**src/rtl/gil_pkg.sv**
```systemverilog
package gil_pkg;

  localparam int unsigned MaxIntervalsDef = 64;

  localparam int unsigned CpW     = 21;
  localparam int unsigned BaseW   = 24;
  localparam int unsigned GlyphW  = 25;
  localparam int unsigned AddrW   = 32;
  localparam int unsigned CountW  = 7;
  localparam int unsigned SlotW   = 6;
  localparam int unsigned CfgIdxW = 2;
  localparam int unsigned CfgW    = 32;

  localparam logic [CfgIdxW-1:0] CFG_INTERVAL_COUNT   = 2'd0;
  localparam logic [CfgIdxW-1:0] CFG_GLYPH_TABLE_BASE = 2'd1;
  localparam logic [CfgIdxW-1:0] CFG_RECORD_FORMAT    = 2'd2;

  localparam logic FUNC_LOAD   = 1'b0;
  localparam logic FUNC_LOOKUP = 1'b1;

  localparam logic [CpW-1:0] CP_LSQUO  = 21'h02018;
  localparam logic [CpW-1:0] CP_RSQUO  = 21'h02019;
  localparam logic [CpW-1:0] CP_APOS   = 21'h00027;
  localparam logic [CpW-1:0] CP_LDQUO  = 21'h0201C;
  localparam logic [CpW-1:0] CP_RDQUO  = 21'h0201D;
  localparam logic [CpW-1:0] CP_QUOT   = 21'h00022;
  localparam logic [CpW-1:0] CP_NBSP   = 21'd160;
  localparam logic [CpW-1:0] CP_SPACE  = 21'd32;
  localparam logic [CpW-1:0] CP_ENDASH = 21'h02013;
  localparam logic [CpW-1:0] CP_EMDASH = 21'h02014;
  localparam logic [CpW-1:0] CP_HYPHEN = 21'h0002D;

  localparam logic [AddrW-1:0] STRIDE_WIDE   = 32'd16;
  localparam logic [AddrW-1:0] STRIDE_NARROW = 32'd13;

  typedef struct packed {
    logic [CpW-1:0]   first;
    logic [CpW-1:0]   last;
    logic [BaseW-1:0] base;
  } interval_t;

  typedef struct packed {
    logic           valid;
    logic [CpW-1:0] cp;
  } subst_t;

  typedef enum logic [1:0] {
    ST_IDLE,
    ST_SCAN,
    ST_ADDR,
    ST_EMIT
  } state_e;

  typedef struct packed {
    logic start;
    logic write;
    logic scan;
    logic start_sub;
    logic set_miss;
    logic calc_addr;
    logic emit;
  } ctrl_cmd_t;

  typedef struct packed {
    logic hit;
    logic miss;
    logic sub_avail;
    logic fb_done;
    logic out_busy;
  } dp_status_t;

  function automatic subst_t substitute(input logic [CpW-1:0] cp);
    subst_t s;
    s.valid = 1'b1;
    s.cp    = '0;
    if (cp inside {CP_LSQUO, CP_RSQUO}) begin
      s.cp = CP_APOS;
    end else if (cp inside {CP_LDQUO, CP_RDQUO}) begin
      s.cp = CP_QUOT;
    end else if (cp == CP_NBSP) begin
      s.cp = CP_SPACE;
    end else if (cp inside {CP_ENDASH, CP_EMDASH}) begin
      s.cp = CP_HYPHEN;
    end else begin
      s.valid = 1'b0;
    end
    return s;
  endfunction

endpackage

```
**src/rtl/gil_ctrl.sv**
```systemverilog
module gil_ctrl (
  input  logic                clk_i,
  input  logic                rst_ni,
  input  logic                in_valid_i,
  input  logic                func_i,
  output logic                in_ready_o,
  input  gil_pkg::dp_status_t status_i,
  output gil_pkg::ctrl_cmd_t  cmd_o
);
  import gil_pkg::*;

  state_e state_q, state_d;

  always_ff @(posedge clk_i or negedge rst_ni) begin
    if (!rst_ni) begin
      state_q <= ST_IDLE;
    end else begin
      state_q <= state_d;
    end
  end

  always_comb begin
    state_d = state_q;
    case (state_q)
      ST_IDLE: begin
        if (in_valid_i && func_i == FUNC_LOOKUP) begin
          state_d = ST_SCAN;
        end
      end
      ST_SCAN: begin
        if (status_i.hit) begin
          state_d = ST_ADDR;
        end else if (status_i.miss && !(status_i.sub_avail && !status_i.fb_done)) begin
          state_d = ST_EMIT;
        end
      end
      ST_ADDR: state_d = ST_EMIT;
      ST_EMIT: begin
        if (!status_i.out_busy) begin
          state_d = ST_IDLE;
        end
      end
      default: state_d = ST_IDLE;
    endcase
  end

  always_comb begin
    cmd_o      = '0;
    in_ready_o = 1'b0;
    case (state_q)
      ST_IDLE: begin
        in_ready_o = 1'b1;
        if (in_valid_i) begin
          cmd_o.start = (func_i == FUNC_LOOKUP);
          cmd_o.write = (func_i == FUNC_LOAD);
        end
      end
      ST_SCAN: begin
        cmd_o.scan = 1'b1;
        if (status_i.miss) begin
          if (status_i.sub_avail && !status_i.fb_done) begin
            cmd_o.start_sub = 1'b1;
          end else begin
            cmd_o.set_miss = 1'b1;
          end
        end
      end
      ST_ADDR: cmd_o.calc_addr = 1'b1;
      ST_EMIT: cmd_o.emit = !status_i.out_busy;
      default: cmd_o = '0;
    endcase
  end

endmodule

```
**src/rtl/gil_dp.sv**
```systemverilog
module gil_dp #(
  parameter int unsigned MAX_INTERVALS = gil_pkg::MaxIntervalsDef
) (
  input  logic                          clk_i,
  input  logic                          rst_ni,
  input  logic                          cfg_we_i,
  input  logic [gil_pkg::CfgIdxW-1:0]   cfg_index_i,
  input  logic [gil_pkg::CfgW-1:0]      cfg_wdata_i,
  input  logic [gil_pkg::SlotW-1:0]     entry_index_i,
  input  logic [gil_pkg::CpW-1:0]       range_first_i,
  input  logic [gil_pkg::CpW-1:0]       range_last_i,
  input  logic [gil_pkg::BaseW-1:0]     range_glyph_base_i,
  input  logic [gil_pkg::CpW-1:0]       code_point_i,
  input  logic                          out_ready_i,
  output logic                          out_valid_o,
  output logic                          found_o,
  output logic                          used_fallback_o,
  output logic [gil_pkg::CpW-1:0]       resolved_code_point_o,
  output logic [gil_pkg::GlyphW-1:0]    glyph_index_o,
  output logic [gil_pkg::AddrW-1:0]     record_address_o,
  input  gil_pkg::ctrl_cmd_t            cmd_i,
  output gil_pkg::dp_status_t           status_o
);
  import gil_pkg::*;

  localparam int unsigned IdxW = (MAX_INTERVALS > 1) ? $clog2(MAX_INTERVALS) : 1;
  localparam int unsigned CntW = $clog2(MAX_INTERVALS + 1);

  // configuration
  logic [CountW-1:0] count_q;
  logic [AddrW-1:0]  base_q;
  logic              fmt_q;

  always_ff @(posedge clk_i or negedge rst_ni) begin
    if (!rst_ni) begin
      count_q <= '0;
      base_q  <= '0;
      fmt_q   <= 1'b1;
    end else if (cfg_we_i) begin
      case (cfg_index_i)
        CFG_INTERVAL_COUNT:   count_q <= cfg_wdata_i[CountW-1:0];
        CFG_GLYPH_TABLE_BASE: base_q  <= cfg_wdata_i;
        CFG_RECORD_FORMAT:    fmt_q   <= cfg_wdata_i[0];
        default: ;
      endcase
    end
  end

  logic [CntW-1:0] n;
  assign n = (32'(count_q) > MAX_INTERVALS) ? CntW'(MAX_INTERVALS) : CntW'(count_q);

  // interval table
  interval_t mem [MAX_INTERVALS];
  interval_t rdata_q;
  logic      slot_ok;
  logic [CntW-1:0] k_q;

  assign slot_ok = 32'(entry_index_i) < MAX_INTERVALS;

  always_ff @(posedge clk_i) begin
    if (cmd_i.write && slot_ok) begin
      mem[IdxW'(entry_index_i)] <= '{first: range_first_i, last: range_last_i,
                                     base: range_glyph_base_i};
    end
  end

  always_ff @(posedge clk_i) begin
    rdata_q <= mem[k_q[IdxW-1:0]];
  end

  // search
  logic              pend_q;
  logic              fb_q;
  logic              found_q;
  logic [CpW-1:0]    cp_q;
  logic [CpW-1:0]    key_q;
  logic [GlyphW-1:0] gidx_q;
  logic [AddrW-1:0]  addr_q;
  logic              in_range;
  subst_t            sub;

  assign sub      = substitute(cp_q);
  assign in_range = (key_q >= rdata_q.first) && (key_q <= rdata_q.last);

  always_ff @(posedge clk_i or negedge rst_ni) begin
    if (!rst_ni) begin
      k_q    <= '0;
      pend_q <= 1'b0;
    end else if (cmd_i.start || cmd_i.start_sub) begin
      k_q    <= '0;
      pend_q <= 1'b0;
    end else if (cmd_i.scan) begin
      pend_q <= (k_q < n);
      if (k_q < n) begin
        k_q <= k_q + 1'b1;
      end
    end
  end

  always_ff @(posedge clk_i) begin
    if (cmd_i.start) begin
      cp_q    <= code_point_i;
      key_q   <= code_point_i;
      fb_q    <= 1'b0;
      found_q <= 1'b0;
    end else if (cmd_i.start_sub) begin
      key_q <= sub.cp;
      fb_q  <= 1'b1;
    end else if (cmd_i.set_miss) begin
      found_q <= 1'b0;
    end else if (cmd_i.scan && status_o.hit) begin
      found_q <= 1'b1;
      gidx_q  <= GlyphW'(rdata_q.base) + GlyphW'(key_q - rdata_q.first);
    end
    if (cmd_i.calc_addr) begin
      addr_q <= base_q + 32'(gidx_q) * (fmt_q ? STRIDE_WIDE : STRIDE_NARROW);
    end
  end

  // result register
  logic              out_valid_q;
  logic              out_found_q;
  logic              out_fb_q;
  logic [CpW-1:0]    out_cp_q;
  logic [GlyphW-1:0] out_gidx_q;
  logic [AddrW-1:0]  out_addr_q;

  always_ff @(posedge clk_i or negedge rst_ni) begin
    if (!rst_ni) begin
      out_valid_q <= 1'b0;
    end else if (cmd_i.emit) begin
      out_valid_q <= 1'b1;
    end else if (out_ready_i) begin
      out_valid_q <= 1'b0;
    end
  end

  always_ff @(posedge clk_i) begin
    if (cmd_i.emit) begin
      out_found_q <= found_q;
      out_fb_q    <= found_q & fb_q;
      out_cp_q    <= found_q ? key_q : '0;
      out_gidx_q  <= found_q ? gidx_q : '0;
      out_addr_q  <= found_q ? addr_q : '0;
    end
  end

  assign out_valid_o           = out_valid_q;
  assign found_o               = out_found_q;
  assign used_fallback_o       = out_fb_q;
  assign resolved_code_point_o = out_cp_q;
  assign glyph_index_o         = out_gidx_q;
  assign record_address_o      = out_addr_q;

  assign status_o.hit       = pend_q && in_range;
  assign status_o.miss      = !pend_q && (k_q >= n);
  assign status_o.sub_avail = sub.valid;
  assign status_o.fb_done   = fb_q;
  assign status_o.out_busy  = out_valid_q && !out_ready_i;

  a_pend_after_issue: assert property (@(posedge clk_i) disable iff (!rst_ni)
    pend_q |-> k_q != '0)
    else $error("pending compare without an issued read");

  a_fb_needs_found: assert property (@(posedge clk_i) disable iff (!rst_ni)
    out_valid_q && out_fb_q |-> out_found_q)
    else $error("fallback flagged on a miss");

  a_miss_zero: assert property (@(posedge clk_i) disable iff (!rst_ni)
    out_valid_q && !out_found_q |->
      (out_cp_q == '0 && out_gidx_q == '0 && out_addr_q == '0))
    else $error("miss result not cleared");

  a_no_emit_overrun: assert property (@(posedge clk_i) disable iff (!rst_ni)
    cmd_i.emit |-> !(out_valid_q && !out_ready_i))
    else $error("result overwritten before it was taken");

endmodule

```
**src/rtl/glyph_interval_lookup_top.sv**
```systemverilog
// Glyph interval lookup. A load request (func 0) writes one interval entry into
// the table in the cycle it is accepted. A lookup request (func 1) scans entries
// 0 .. n-1, n = min(interval_count, MAX_INTERVALS), one table read per cycle,
// from a memory with a separate write port and registered read data; the first
// matching entry wins. A miss on a quote, no-break space or dash repeats the
// scan once with the ASCII substitute. A lookup goes through acceptance, the
// scan, an address step on a hit and the output register, whose write waits
// while an earlier result has not been taken. The result sits in an output
// register, so the next request is taken while it waits. Table entries are
// undefined until loaded; no clearing pass is run after reset.
module glyph_interval_lookup_top #(
  parameter int unsigned MAX_INTERVALS = gil_pkg::MaxIntervalsDef
) (
  input  logic                        clk_i,
  input  logic                        rst_ni,
  input  logic                        cfg_we_i,
  input  logic [gil_pkg::CfgIdxW-1:0] cfg_index_i,
  input  logic [gil_pkg::CfgW-1:0]    cfg_wdata_i,
  input  logic                        in_valid_i,
  output logic                        in_ready_o,
  input  logic                        func_i,
  input  logic [gil_pkg::SlotW-1:0]   entry_index_i,
  input  logic [gil_pkg::CpW-1:0]     range_first_i,
  input  logic [gil_pkg::CpW-1:0]     range_last_i,
  input  logic [gil_pkg::BaseW-1:0]   range_glyph_base_i,
  input  logic [gil_pkg::CpW-1:0]     code_point_i,
  output logic                        out_valid_o,
  input  logic                        out_ready_i,
  output logic                        found_o,
  output logic                        used_fallback_o,
  output logic [gil_pkg::CpW-1:0]     resolved_code_point_o,
  output logic [gil_pkg::GlyphW-1:0]  glyph_index_o,
  output logic [gil_pkg::AddrW-1:0]   record_address_o
);
  import gil_pkg::*;

  ctrl_cmd_t  cmd;
  dp_status_t status;

  gil_ctrl u_ctrl (
    .clk_i      (clk_i),
    .rst_ni     (rst_ni),
    .in_valid_i (in_valid_i),
    .func_i     (func_i),
    .in_ready_o (in_ready_o),
    .status_i   (status),
    .cmd_o      (cmd)
  );

  gil_dp #(
    .MAX_INTERVALS (MAX_INTERVALS)
  ) u_dp (
    .clk_i                 (clk_i),
    .rst_ni                (rst_ni),
    .cfg_we_i              (cfg_we_i),
    .cfg_index_i           (cfg_index_i),
    .cfg_wdata_i           (cfg_wdata_i),
    .entry_index_i         (entry_index_i),
    .range_first_i         (range_first_i),
    .range_last_i          (range_last_i),
    .range_glyph_base_i    (range_glyph_base_i),
    .code_point_i          (code_point_i),
    .out_ready_i           (out_ready_i),
    .out_valid_o           (out_valid_o),
    .found_o               (found_o),
    .used_fallback_o       (used_fallback_o),
    .resolved_code_point_o (resolved_code_point_o),
    .glyph_index_o         (glyph_index_o),
    .record_address_o      (record_address_o),
    .cmd_i                 (cmd),
    .status_o              (status)
  );

endmodule

```
**config.mk**
```make
export PLATFORM = sky130hd
export DESIGN_NAME = glyph_interval_lookup_top
export DESIGN_NICKNAME = d
export VERILOG_FILES = /design/src/rtl/gil_pkg.sv /design/src/rtl/gil_ctrl.sv /design/src/rtl/gil_dp.sv /design/src/rtl/glyph_interval_lookup_top.sv
export SDC_FILE = /design/constraint.sdc
export NUM_CORES = 2
export LEC_CHECK = 0
export CAP_MARGIN = 20
export CORE_MARGIN = 4
export CORE_UTILIZATION = 39
export CTS_BUF_LIST = sky130_fd_sc_hd__clkbuf_8
export DETAILED_ROUTE_END_ITERATION = 10
export DONT_BUFFER_PORTS = 1
export PLACE_DENSITY = 0.61
export SYNTH_ARGS = -nofsm -noshare
export SYNTH_HDL_FRONTEND = slang
export SYNTH_MEMORY_MAX_BITS = 65536
export SYNTH_SLANG_ARGS = --single-unit
```
**constraint.sdc**
```tcl
create_clock -name clk_i -period 8.6 [get_ports clk_i]
set_input_delay 1.29 -clock clk_i [delete_from_list [all_inputs] [get_ports clk_i]]
set_output_delay 1.29 -clock clk_i [all_outputs]
set_load 0.03 [all_outputs]
```
Word level (Yosys, flattened, before mapping)
Memories as Yosys holds them, arrays and structs flattened. A register that Yosys moved wholly into a read port is not among the register bits.
Index checks and enable logic that the tools add are counted.
{"block": "totals", "ramBits": 4224, "word_cells": 117, "out_inout_bits": 82, "in_bits": 133, "mem_count": 1, "regBits": 232}
{"block": "classes", "n_eq_ne": 15, "reduce_logical": 31, "n_addsub": 4, "n_mul": 1, "mux": 37, "n_lt_le_gt_ge": 5, "bitwise": 5}
{"memory": "u_dp.mem", "words": 64, "width": 66, "rd": 1, "rd_clocked_by_memory_dff": 1, "wr": 1, "line_no": "gil_dp.sv:53", "rtl": "interval_t mem [MAX_INTERVALS];"}
{"operator": "equality test 21 x 14 -> 1 bit (second input constant)", "n": 6}
{"operator": "2-to-1 mux 21 bit", "n": 5}
{"operator": "adder 32 bit", "n": 1}
{"operator": "multiplier 25 x 32 -> 32 bit", "n": 1}
{"operator": "2-to-1 mux 7 bit", "n": 4}
{"operator": "adder 24 x 25 -> 25 bit", "n": 1}
{"operator": "subtractor 21 x 21 -> 22 bit", "n": 1}
{"operator": "equality test 21 x 8 -> 1 bit (second input constant)", "n": 1}
{"operator": "greater-or-equal comparator 21 bit", "n": 1}
{"operator": "<= comparator 21 bit", "n": 1}
{"operator": "2-to-1 mux 1 bit", "n": 17}
{"operator": "nonzero test 2 bit", "n": 8}
{"operator": "2-to-1 mux 2 bit", "n": 7}
{"operator": "AND reduction 2 bit", "n": 5}
{"operator": "logical AND 1 bit", "n": 8}
{"operator": "one-hot mux 2 bit (4 select lines)", "n": 1}
{"operator": "adder 7 x 1 -> 7 bit (second input constant)", "n": 1}
{"operator": "greater-or-equal comparator 7 bit", "n": 1}
{"operator": "greater-than comparator 7 bit (second input constant)", "n": 1}
{"operator": "< comparator 7 bit", "n": 1}
{"operator": "equality test 2 bit (second input constant)", "n": 3}
{"operator": "2-to-1 mux 6 bit", "n": 1}
{"operator": "logical NOT 1 bit", "n": 5}
{"operator": "2-to-1 mux 5 bit", "n": 1}
{"operator": "11 further kinds", "n": 16}

Logic depth before layout (Yosys ltp)
{"block": "logic_depth", "depth_word": 13, "depth_mapped": 20, "ltp_nobuf": 20}

Hierarchy
From an unflattened synthesis, not the netlist that was laid out.
{"block": "unflattened", "cells_unflattened": 7427, "hier_area_um2": 176153.9}
{"module": "gil_dp", "seq_area_each_um2": 134805.5, "cells_each": 7401, "area_per_inst_um2": 175925.0, "n_inst": 1}
{"module": "gil_ctrl", "seq_area_each_um2": 50.0, "cells_each": 26, "area_per_inst_um2": 229.0, "n_inst": 1}

Worst setup path after synthesis
No wires, ideal clock.
{"block": "synth_path", "path_kind": "input -> register", "from": "input out_ready_i", "to": "register u_dp.out_found_q (netlist: u_dp.found_o), enable pin", "setup_time_ns": 0.529, "n_path_buf": 0, "slack_ns": 3.154, "required_time_ns": 8.071, "t_arrival_ns": 4.917, "cell_stages": 2, "cell_sequence": "nor2b_1 -> nor2b_1"}
{"item": "from (decl)", "line_no": "glyph_interval_lookup_top.sv:28", "rtl": "input logic out_ready_i,"}
{"item": "to (signal assigned)", "line_no": "gil_dp.sv:140", "rtl": "out_found_q <= found_q;"}
{"item": "to (decl)", "line_no": "gil_dp.sv:122", "rtl": "logic out_found_q;"}

Final worst setup path
{"block": "layout_path", "from": "register u_dp.fmt_q", "to": "register u_dp.addr_q[30], data pin"}
{"block": "layout_via", "elab_chain_cells": 3}
{"item": "from (decl)", "line_no": "gil_dp.sv:32", "rtl": "logic fmt_q;"}
{"item": "from (signal assigned)", "line_no": "gil_dp.sv:43", "rtl": "CFG_RECORD_FORMAT: fmt_q <= cfg_wdata_i[0];"}
{"item": "2-to-1 mux 5 bit", "line_no": "gil_dp.sv:116", "rtl": "addr_q <= base_q + 32'(gidx_q) * (fmt_q ? STRIDE_WIDE : STRIDE_NARROW);"}
{"item": "multiplier 25 x 32 -> 32 bit", "line_no": "gil_dp.sv:116"}
{"item": "adder 32 bit", "line_no": "gil_dp.sv:116"}
{"item": "to (signal assigned)", "line_no": "gil_dp.sv:116"}
{"item": "to (decl)", "line_no": "gil_dp.sv:78", "rtl": "logic [AddrW-1:0] addr_q;"}
Every way passes these cells.
A chain may end at the register's enable or synchronous reset.

==> metrics.md <==
| Metric | Value |
|---|---|
| Overflow left after global routing | 0 |
| Maximum net fanout on the critical path | 28 |
| Flip-flop and latch count after synthesis | between 4000 and 5000 |
| Worst slew slack as a fraction of its limit | between 20% and 30% |
| Clock sink count | 4522 |
| Synth Warn # | 0 |
| Kind of capture point of the worst setup path | register |
| Buffers and inverters on the worst path | 3 |
| Number of enable flip-flop cells after synthesis | about 4400 |
| Final-layout worst hold slack | around 0.16 ns |
| Peak supply drop | roughly 0.00026 V |
| Detailed placement HPWL | around 260 mm |
| Area of the core | 0.450 mm² |
| Final weighted congestion in routability-driven placement | 0.835 |
| Area growth from synthesis to final layout | 12.3% |
| Number of H-tree branching levels | 6 |
| Cell Chain, Critical Path | buf_4, nor2b_1, a21o_1, ha_1, fa_1, inv_1, fa_1, inv_1, ha_1, and3_1, a2111oi_4, o211ai_1, nand4bb_1, nand3_1, a211oi_1, nor4b_1, or3b_1 |
| # rows | between 200 and 250 |
| MaxCap Viol Count | 0 |
| Proportion of synthesized flip-flops having asynchronous set or reset | about 1.1% |
| Fmax | between 0.15 and 0.2 GHz |
| Number of antenna violations at the first check in global routing | 22 |
| Detail-routed net length per standard cell | around 34 µm |
| Launching element type of the critical path | register |
| Most common flop cell mapped by yosys | edfxtp_1 |
| Number of global-route vias before repair | 85972 |
| Highest-delay cell along the critical path | dfstp_2 |
| Global Route met3 Usage | approximately 4.3% |
| Number of hold-slack violations in the final timing report | 0 |
| Number of buffers inserted during clock tree synthesis | roughly 710 |
| Final clock skew | between 0.1 and 0.15 ns |
| Maximum clock insertion buffer count | 4 |
| Buffer cell driving the clock tree root | clkbuf_8 |
| Register area share after synthesis | 76.5% |
| Later-pin clock latency in the skew report | 1.25 ns |
| Part of the cycle the worst path needs | 66.8% |
| Starting density of the core | between 30% and 40% |
| Pre-Repair DR Iteration Count | 8 |
| Die width | around 700 µm |
| First-pass GRT wire length | around 680 mm |
| Number of routed nets with antenna violations | 0 |
| Crit-path max cell delay | 0.82 ns |
| Routed via count divided by cell count | a little under 6 |
| Unrepaired setup endpoints after global routing | false |
| Leak Pwr | between 60 and 70 nW |
| PortBufs | 0 |
| Actual transition at the worst max-transition pin | between 1 and 1.5 ns |
| Worst path top cell family by delay | adder cells |
| Cell Pwr Density | 301 mW/mm² |
| Path type of the worst setup path | register to register |
| Mean instance size in the synthesized netlist | about 24 µm² |
| Post-synthesis cell type count | 74 |
| Required time of the worst setup path | 9.54 ns |
| Arrival @ worst endpoint | around 6.7 ns |
| Status | complete, no violations |
| Mapped Area | roughly 0.18 mm² |
| Worst hold path class | input pin to register |
| Count of unresolved DRC violations after routing | 0 |
| Post-Syn Nets | about 7800 |
| Min Clock Period, post-route | ~5.7 ns |
| Met2 Usage GRT | between 30% and 40% |
| Vert. Die Dim | a little under 700 µm |
| Layout Nets | roughly 8300 |
| # setup viols final | 0 |
| DR iter-0 viols | ~12000 |
| Met1 layer usage reported by global route | between 20 and 30% |
| Largest net degree at the start of global routing | 136 |
| Final-report max-slew violation count | 0 |
| Final total negative setup slack | 0 ns |
| CTS tree | built |
| Layer carrying the most global-route usage | met2 |
| Number of instances in the synthesized netlist | 7448 |
| Clock slew at the register clock pins of the worst setup and hold paths | ~0.07 ns |
| Final wirelength | a little under 500 mm |
| GR Util All Layers | a little over a fifth |
| Layout cells sized above 1 | 29.9% |
| Post-CTS repair timing setup buffer count | 0 |
| # IOs | between 200 and 250 |
| Area enclosed by the die boundary | between 0.4 and 0.5 mm² |
| Overall via count from detail_route | 83858 |
==> layout by cell type (no fill, tap or decap), types with 12 or more instances in the layout <==
cell / instances
ha_1: 165
nor3_1: 22
nor2_4: 64
nand3_1: 21
a21oi_1: 57
inv_8: 12
mux2_2: 41
buf_12: 44
dlygate4sd3_1: 22
nand2_1: 50
o21ai_0: 46
edfxtp_1: 4403
nor2b_1: 45
a211oi_1: 17
clkbuf_8: 753
and3_1: 12
xnor2_1: 43
buf_4: 131
xor2_1: 12
clkinv_2: 59
o21a_1: 17
dfrtp_1: 45
a21o_1: 50
clkinv_8: 13
nor2_1: 67
diode_2: 17
and2_1: 99
fa_1: 51
dfxtp_1: 67
inv_1: 438
clkinv_1: 131
mux4_2: 1386
==> sequential cells by signal, indices dropped and copies added, names as in the netlist, 2 cells and up <==
name                        count
u_dp.cp_q                      21
u_dp.count_q                    7
u_ctrl.state_q                  2
u_dp.glyph_index_o             25
u_dp.rdata_q                   66
u_dp.gidx_q                    25
u_dp.base_q                    32
u_dp.resolved_code_point_o     21
u_dp.record_address_o          32
u_dp.mem                     4224
u_dp.key_q                     21
u_dp.k_q                        7
u_dp.addr_q                    32
==> layer usage <==
| layer | share of wire [%] | up-vias | routed length (µm) |
|---|---|---|---|
| met5 | 0.0090 | - | 44 |
| met4 | 3.3 | 6 | 15900 |
| met3 | 9.0 | 835 | 43800 |
| met2 | 49 | 4510 | 242000 |
| met1 | 38 | 45628 | 188000 |
| li1 | - | 32879 | - |
==> synthesized netlist by cell type (6+ instances only) <==
| cell type | instances | area (µm²) |
|---|---|---|
| and3_1 | 12 | 75.1 |
| nand4_1 | 11 | 68.8 |
| nand2_1 | 50 | 188 |
| and2_1 | 99 | 619 |
| xor2_1 | 12 | 105 |
| ha_1 | 165 | 2060 |
| dfxtp_1 | 68 | 1360 |
| mux4_2 | 1386 | 31200 |
| a21oi_1 | 57 | 285 |
| buf_1 | 38 | 143 |
| mux2_2 | 41 | 462 |
| buf_2 | 97 | 485 |
| nand3b_1 | 7 | 52.6 |
| xnor2_1 | 43 | 377 |
| o31ai_1 | 7 | 52.6 |
| inv_1 | 179 | 672 |
| nor4_1 | 7 | 43.8 |
| nor2_1 | 131 | 492 |
| nand3_1 | 21 | 105 |
| buf_6 | 7 | 78.8 |
| a31oi_1 | 6 | 37.5 |
| o21a_1 | 17 | 128 |
| edfxtp_1 | 4403 | 132000 |
| a211oi_1 | 17 | 128 |
| dfrtp_1 | 50 | 1250 |
| fa_1 | 51 | 1020 |
| o21ai_0 | 46 | 230 |
| o21bai_1 | 8 | 60.1 |
| nor2b_1 | 46 | 288 |
| a21o_1 | 50 | 375 |
| nor3_1 | 23 | 115 |
| clkbuf_1 | 214 | 803 |
==> where the power goes <==
| part | leakage [nW] | switching [mW] | internal (mW) |
|---|---|---|---|
| clock network | 7.63 | 8.49 | 8.36 |
| logic | 14.0 | 8.73 | 8.00 |
| registers | 40.8 | 0.858 | 25.1 |
| total | 62.4 | 18.1 | 41.4 |
==> logic make-up (layout without fill, tap and decap cells) <==
kind of cell | after synthesis | after routing | share of synthesized area, %
compound gates | 251 | 251 | 0.958
xor+xnor | 55 | 55 | 0.273
fa+ha+maj | 216 | 216 | 1.75
buf+inv | 537 | 1642 | 1.24
flops | 4522 | 4522 | 76.5
mux | 1429 | 1429 | 18.0
other cells | 1 | 18 | 0.00213
simple gates | 437 | 437 | 1.29
==> metrics by stage <==
step / util, % / std cells / setup WS (ns) / power, mW / cell area (µm²)
after floorplan: - / 7448 / 3.15 / 38.2 / 176000
after global placement: 41.0 / 13217 / 2.81 / 43.1 / 185000
after detailed placement: 41.0 / 13218 / 2.91 / 43.2 / 185000
after CTS: 44.0 / 14505 / 2.89 / 60.0 / 198000
after global routing: 44.0 / 14509 / 2.57 / 62.0 / 198000
final: 44.0 / 14522 / 2.85 / 59.5 / 198000
==> repair_timing <==
item                                    4_1_cts  5_1_grt
gates resized for setup                       0        0
endpoints found under the hold margin        72        0
endpoints found under the setup margin        0        0
hold buffers                                 23        0
==> final timing paths <==
| check | startpoint | end | slack (ns) | cells after the start |
|---|---|---|---|---|
| min in group asynchronous | rst_ni | u_dp.base_q[18] | 0.64 | 2 |
| max reg2reg | u_dp.fmt_q | u_dp.addr_q[30] | 2.85 | 17 |
| max | u_dp.fmt_q | u_dp.addr_q[30] | 2.85 | 17 |
| max in group asynchronous | rst_ni | u_dp.fmt_q | 7.64 | 2 |
| min | range_first_i[20] | u_dp.mem[32][65] | 0.16 | 0 |
| min reg2reg | u_dp.count_q[0] | u_dp.count_q[0] | 0.50 | 1 |
==> final cells by class <==
cell class | instances | area, µm²
clock buffer | 753 | 10400
clock inverter | 511 | 2680
sequential | 4522 | 135000
tap | 5952 | 7450
multi-input combinational | 2389 | 39700
antenna | 17 | 42.5
timing repair buffer | 198 | 2110
inverter | 180 | 683
fill | 37407 | 252000
Power figures use the tool's default switching activity.
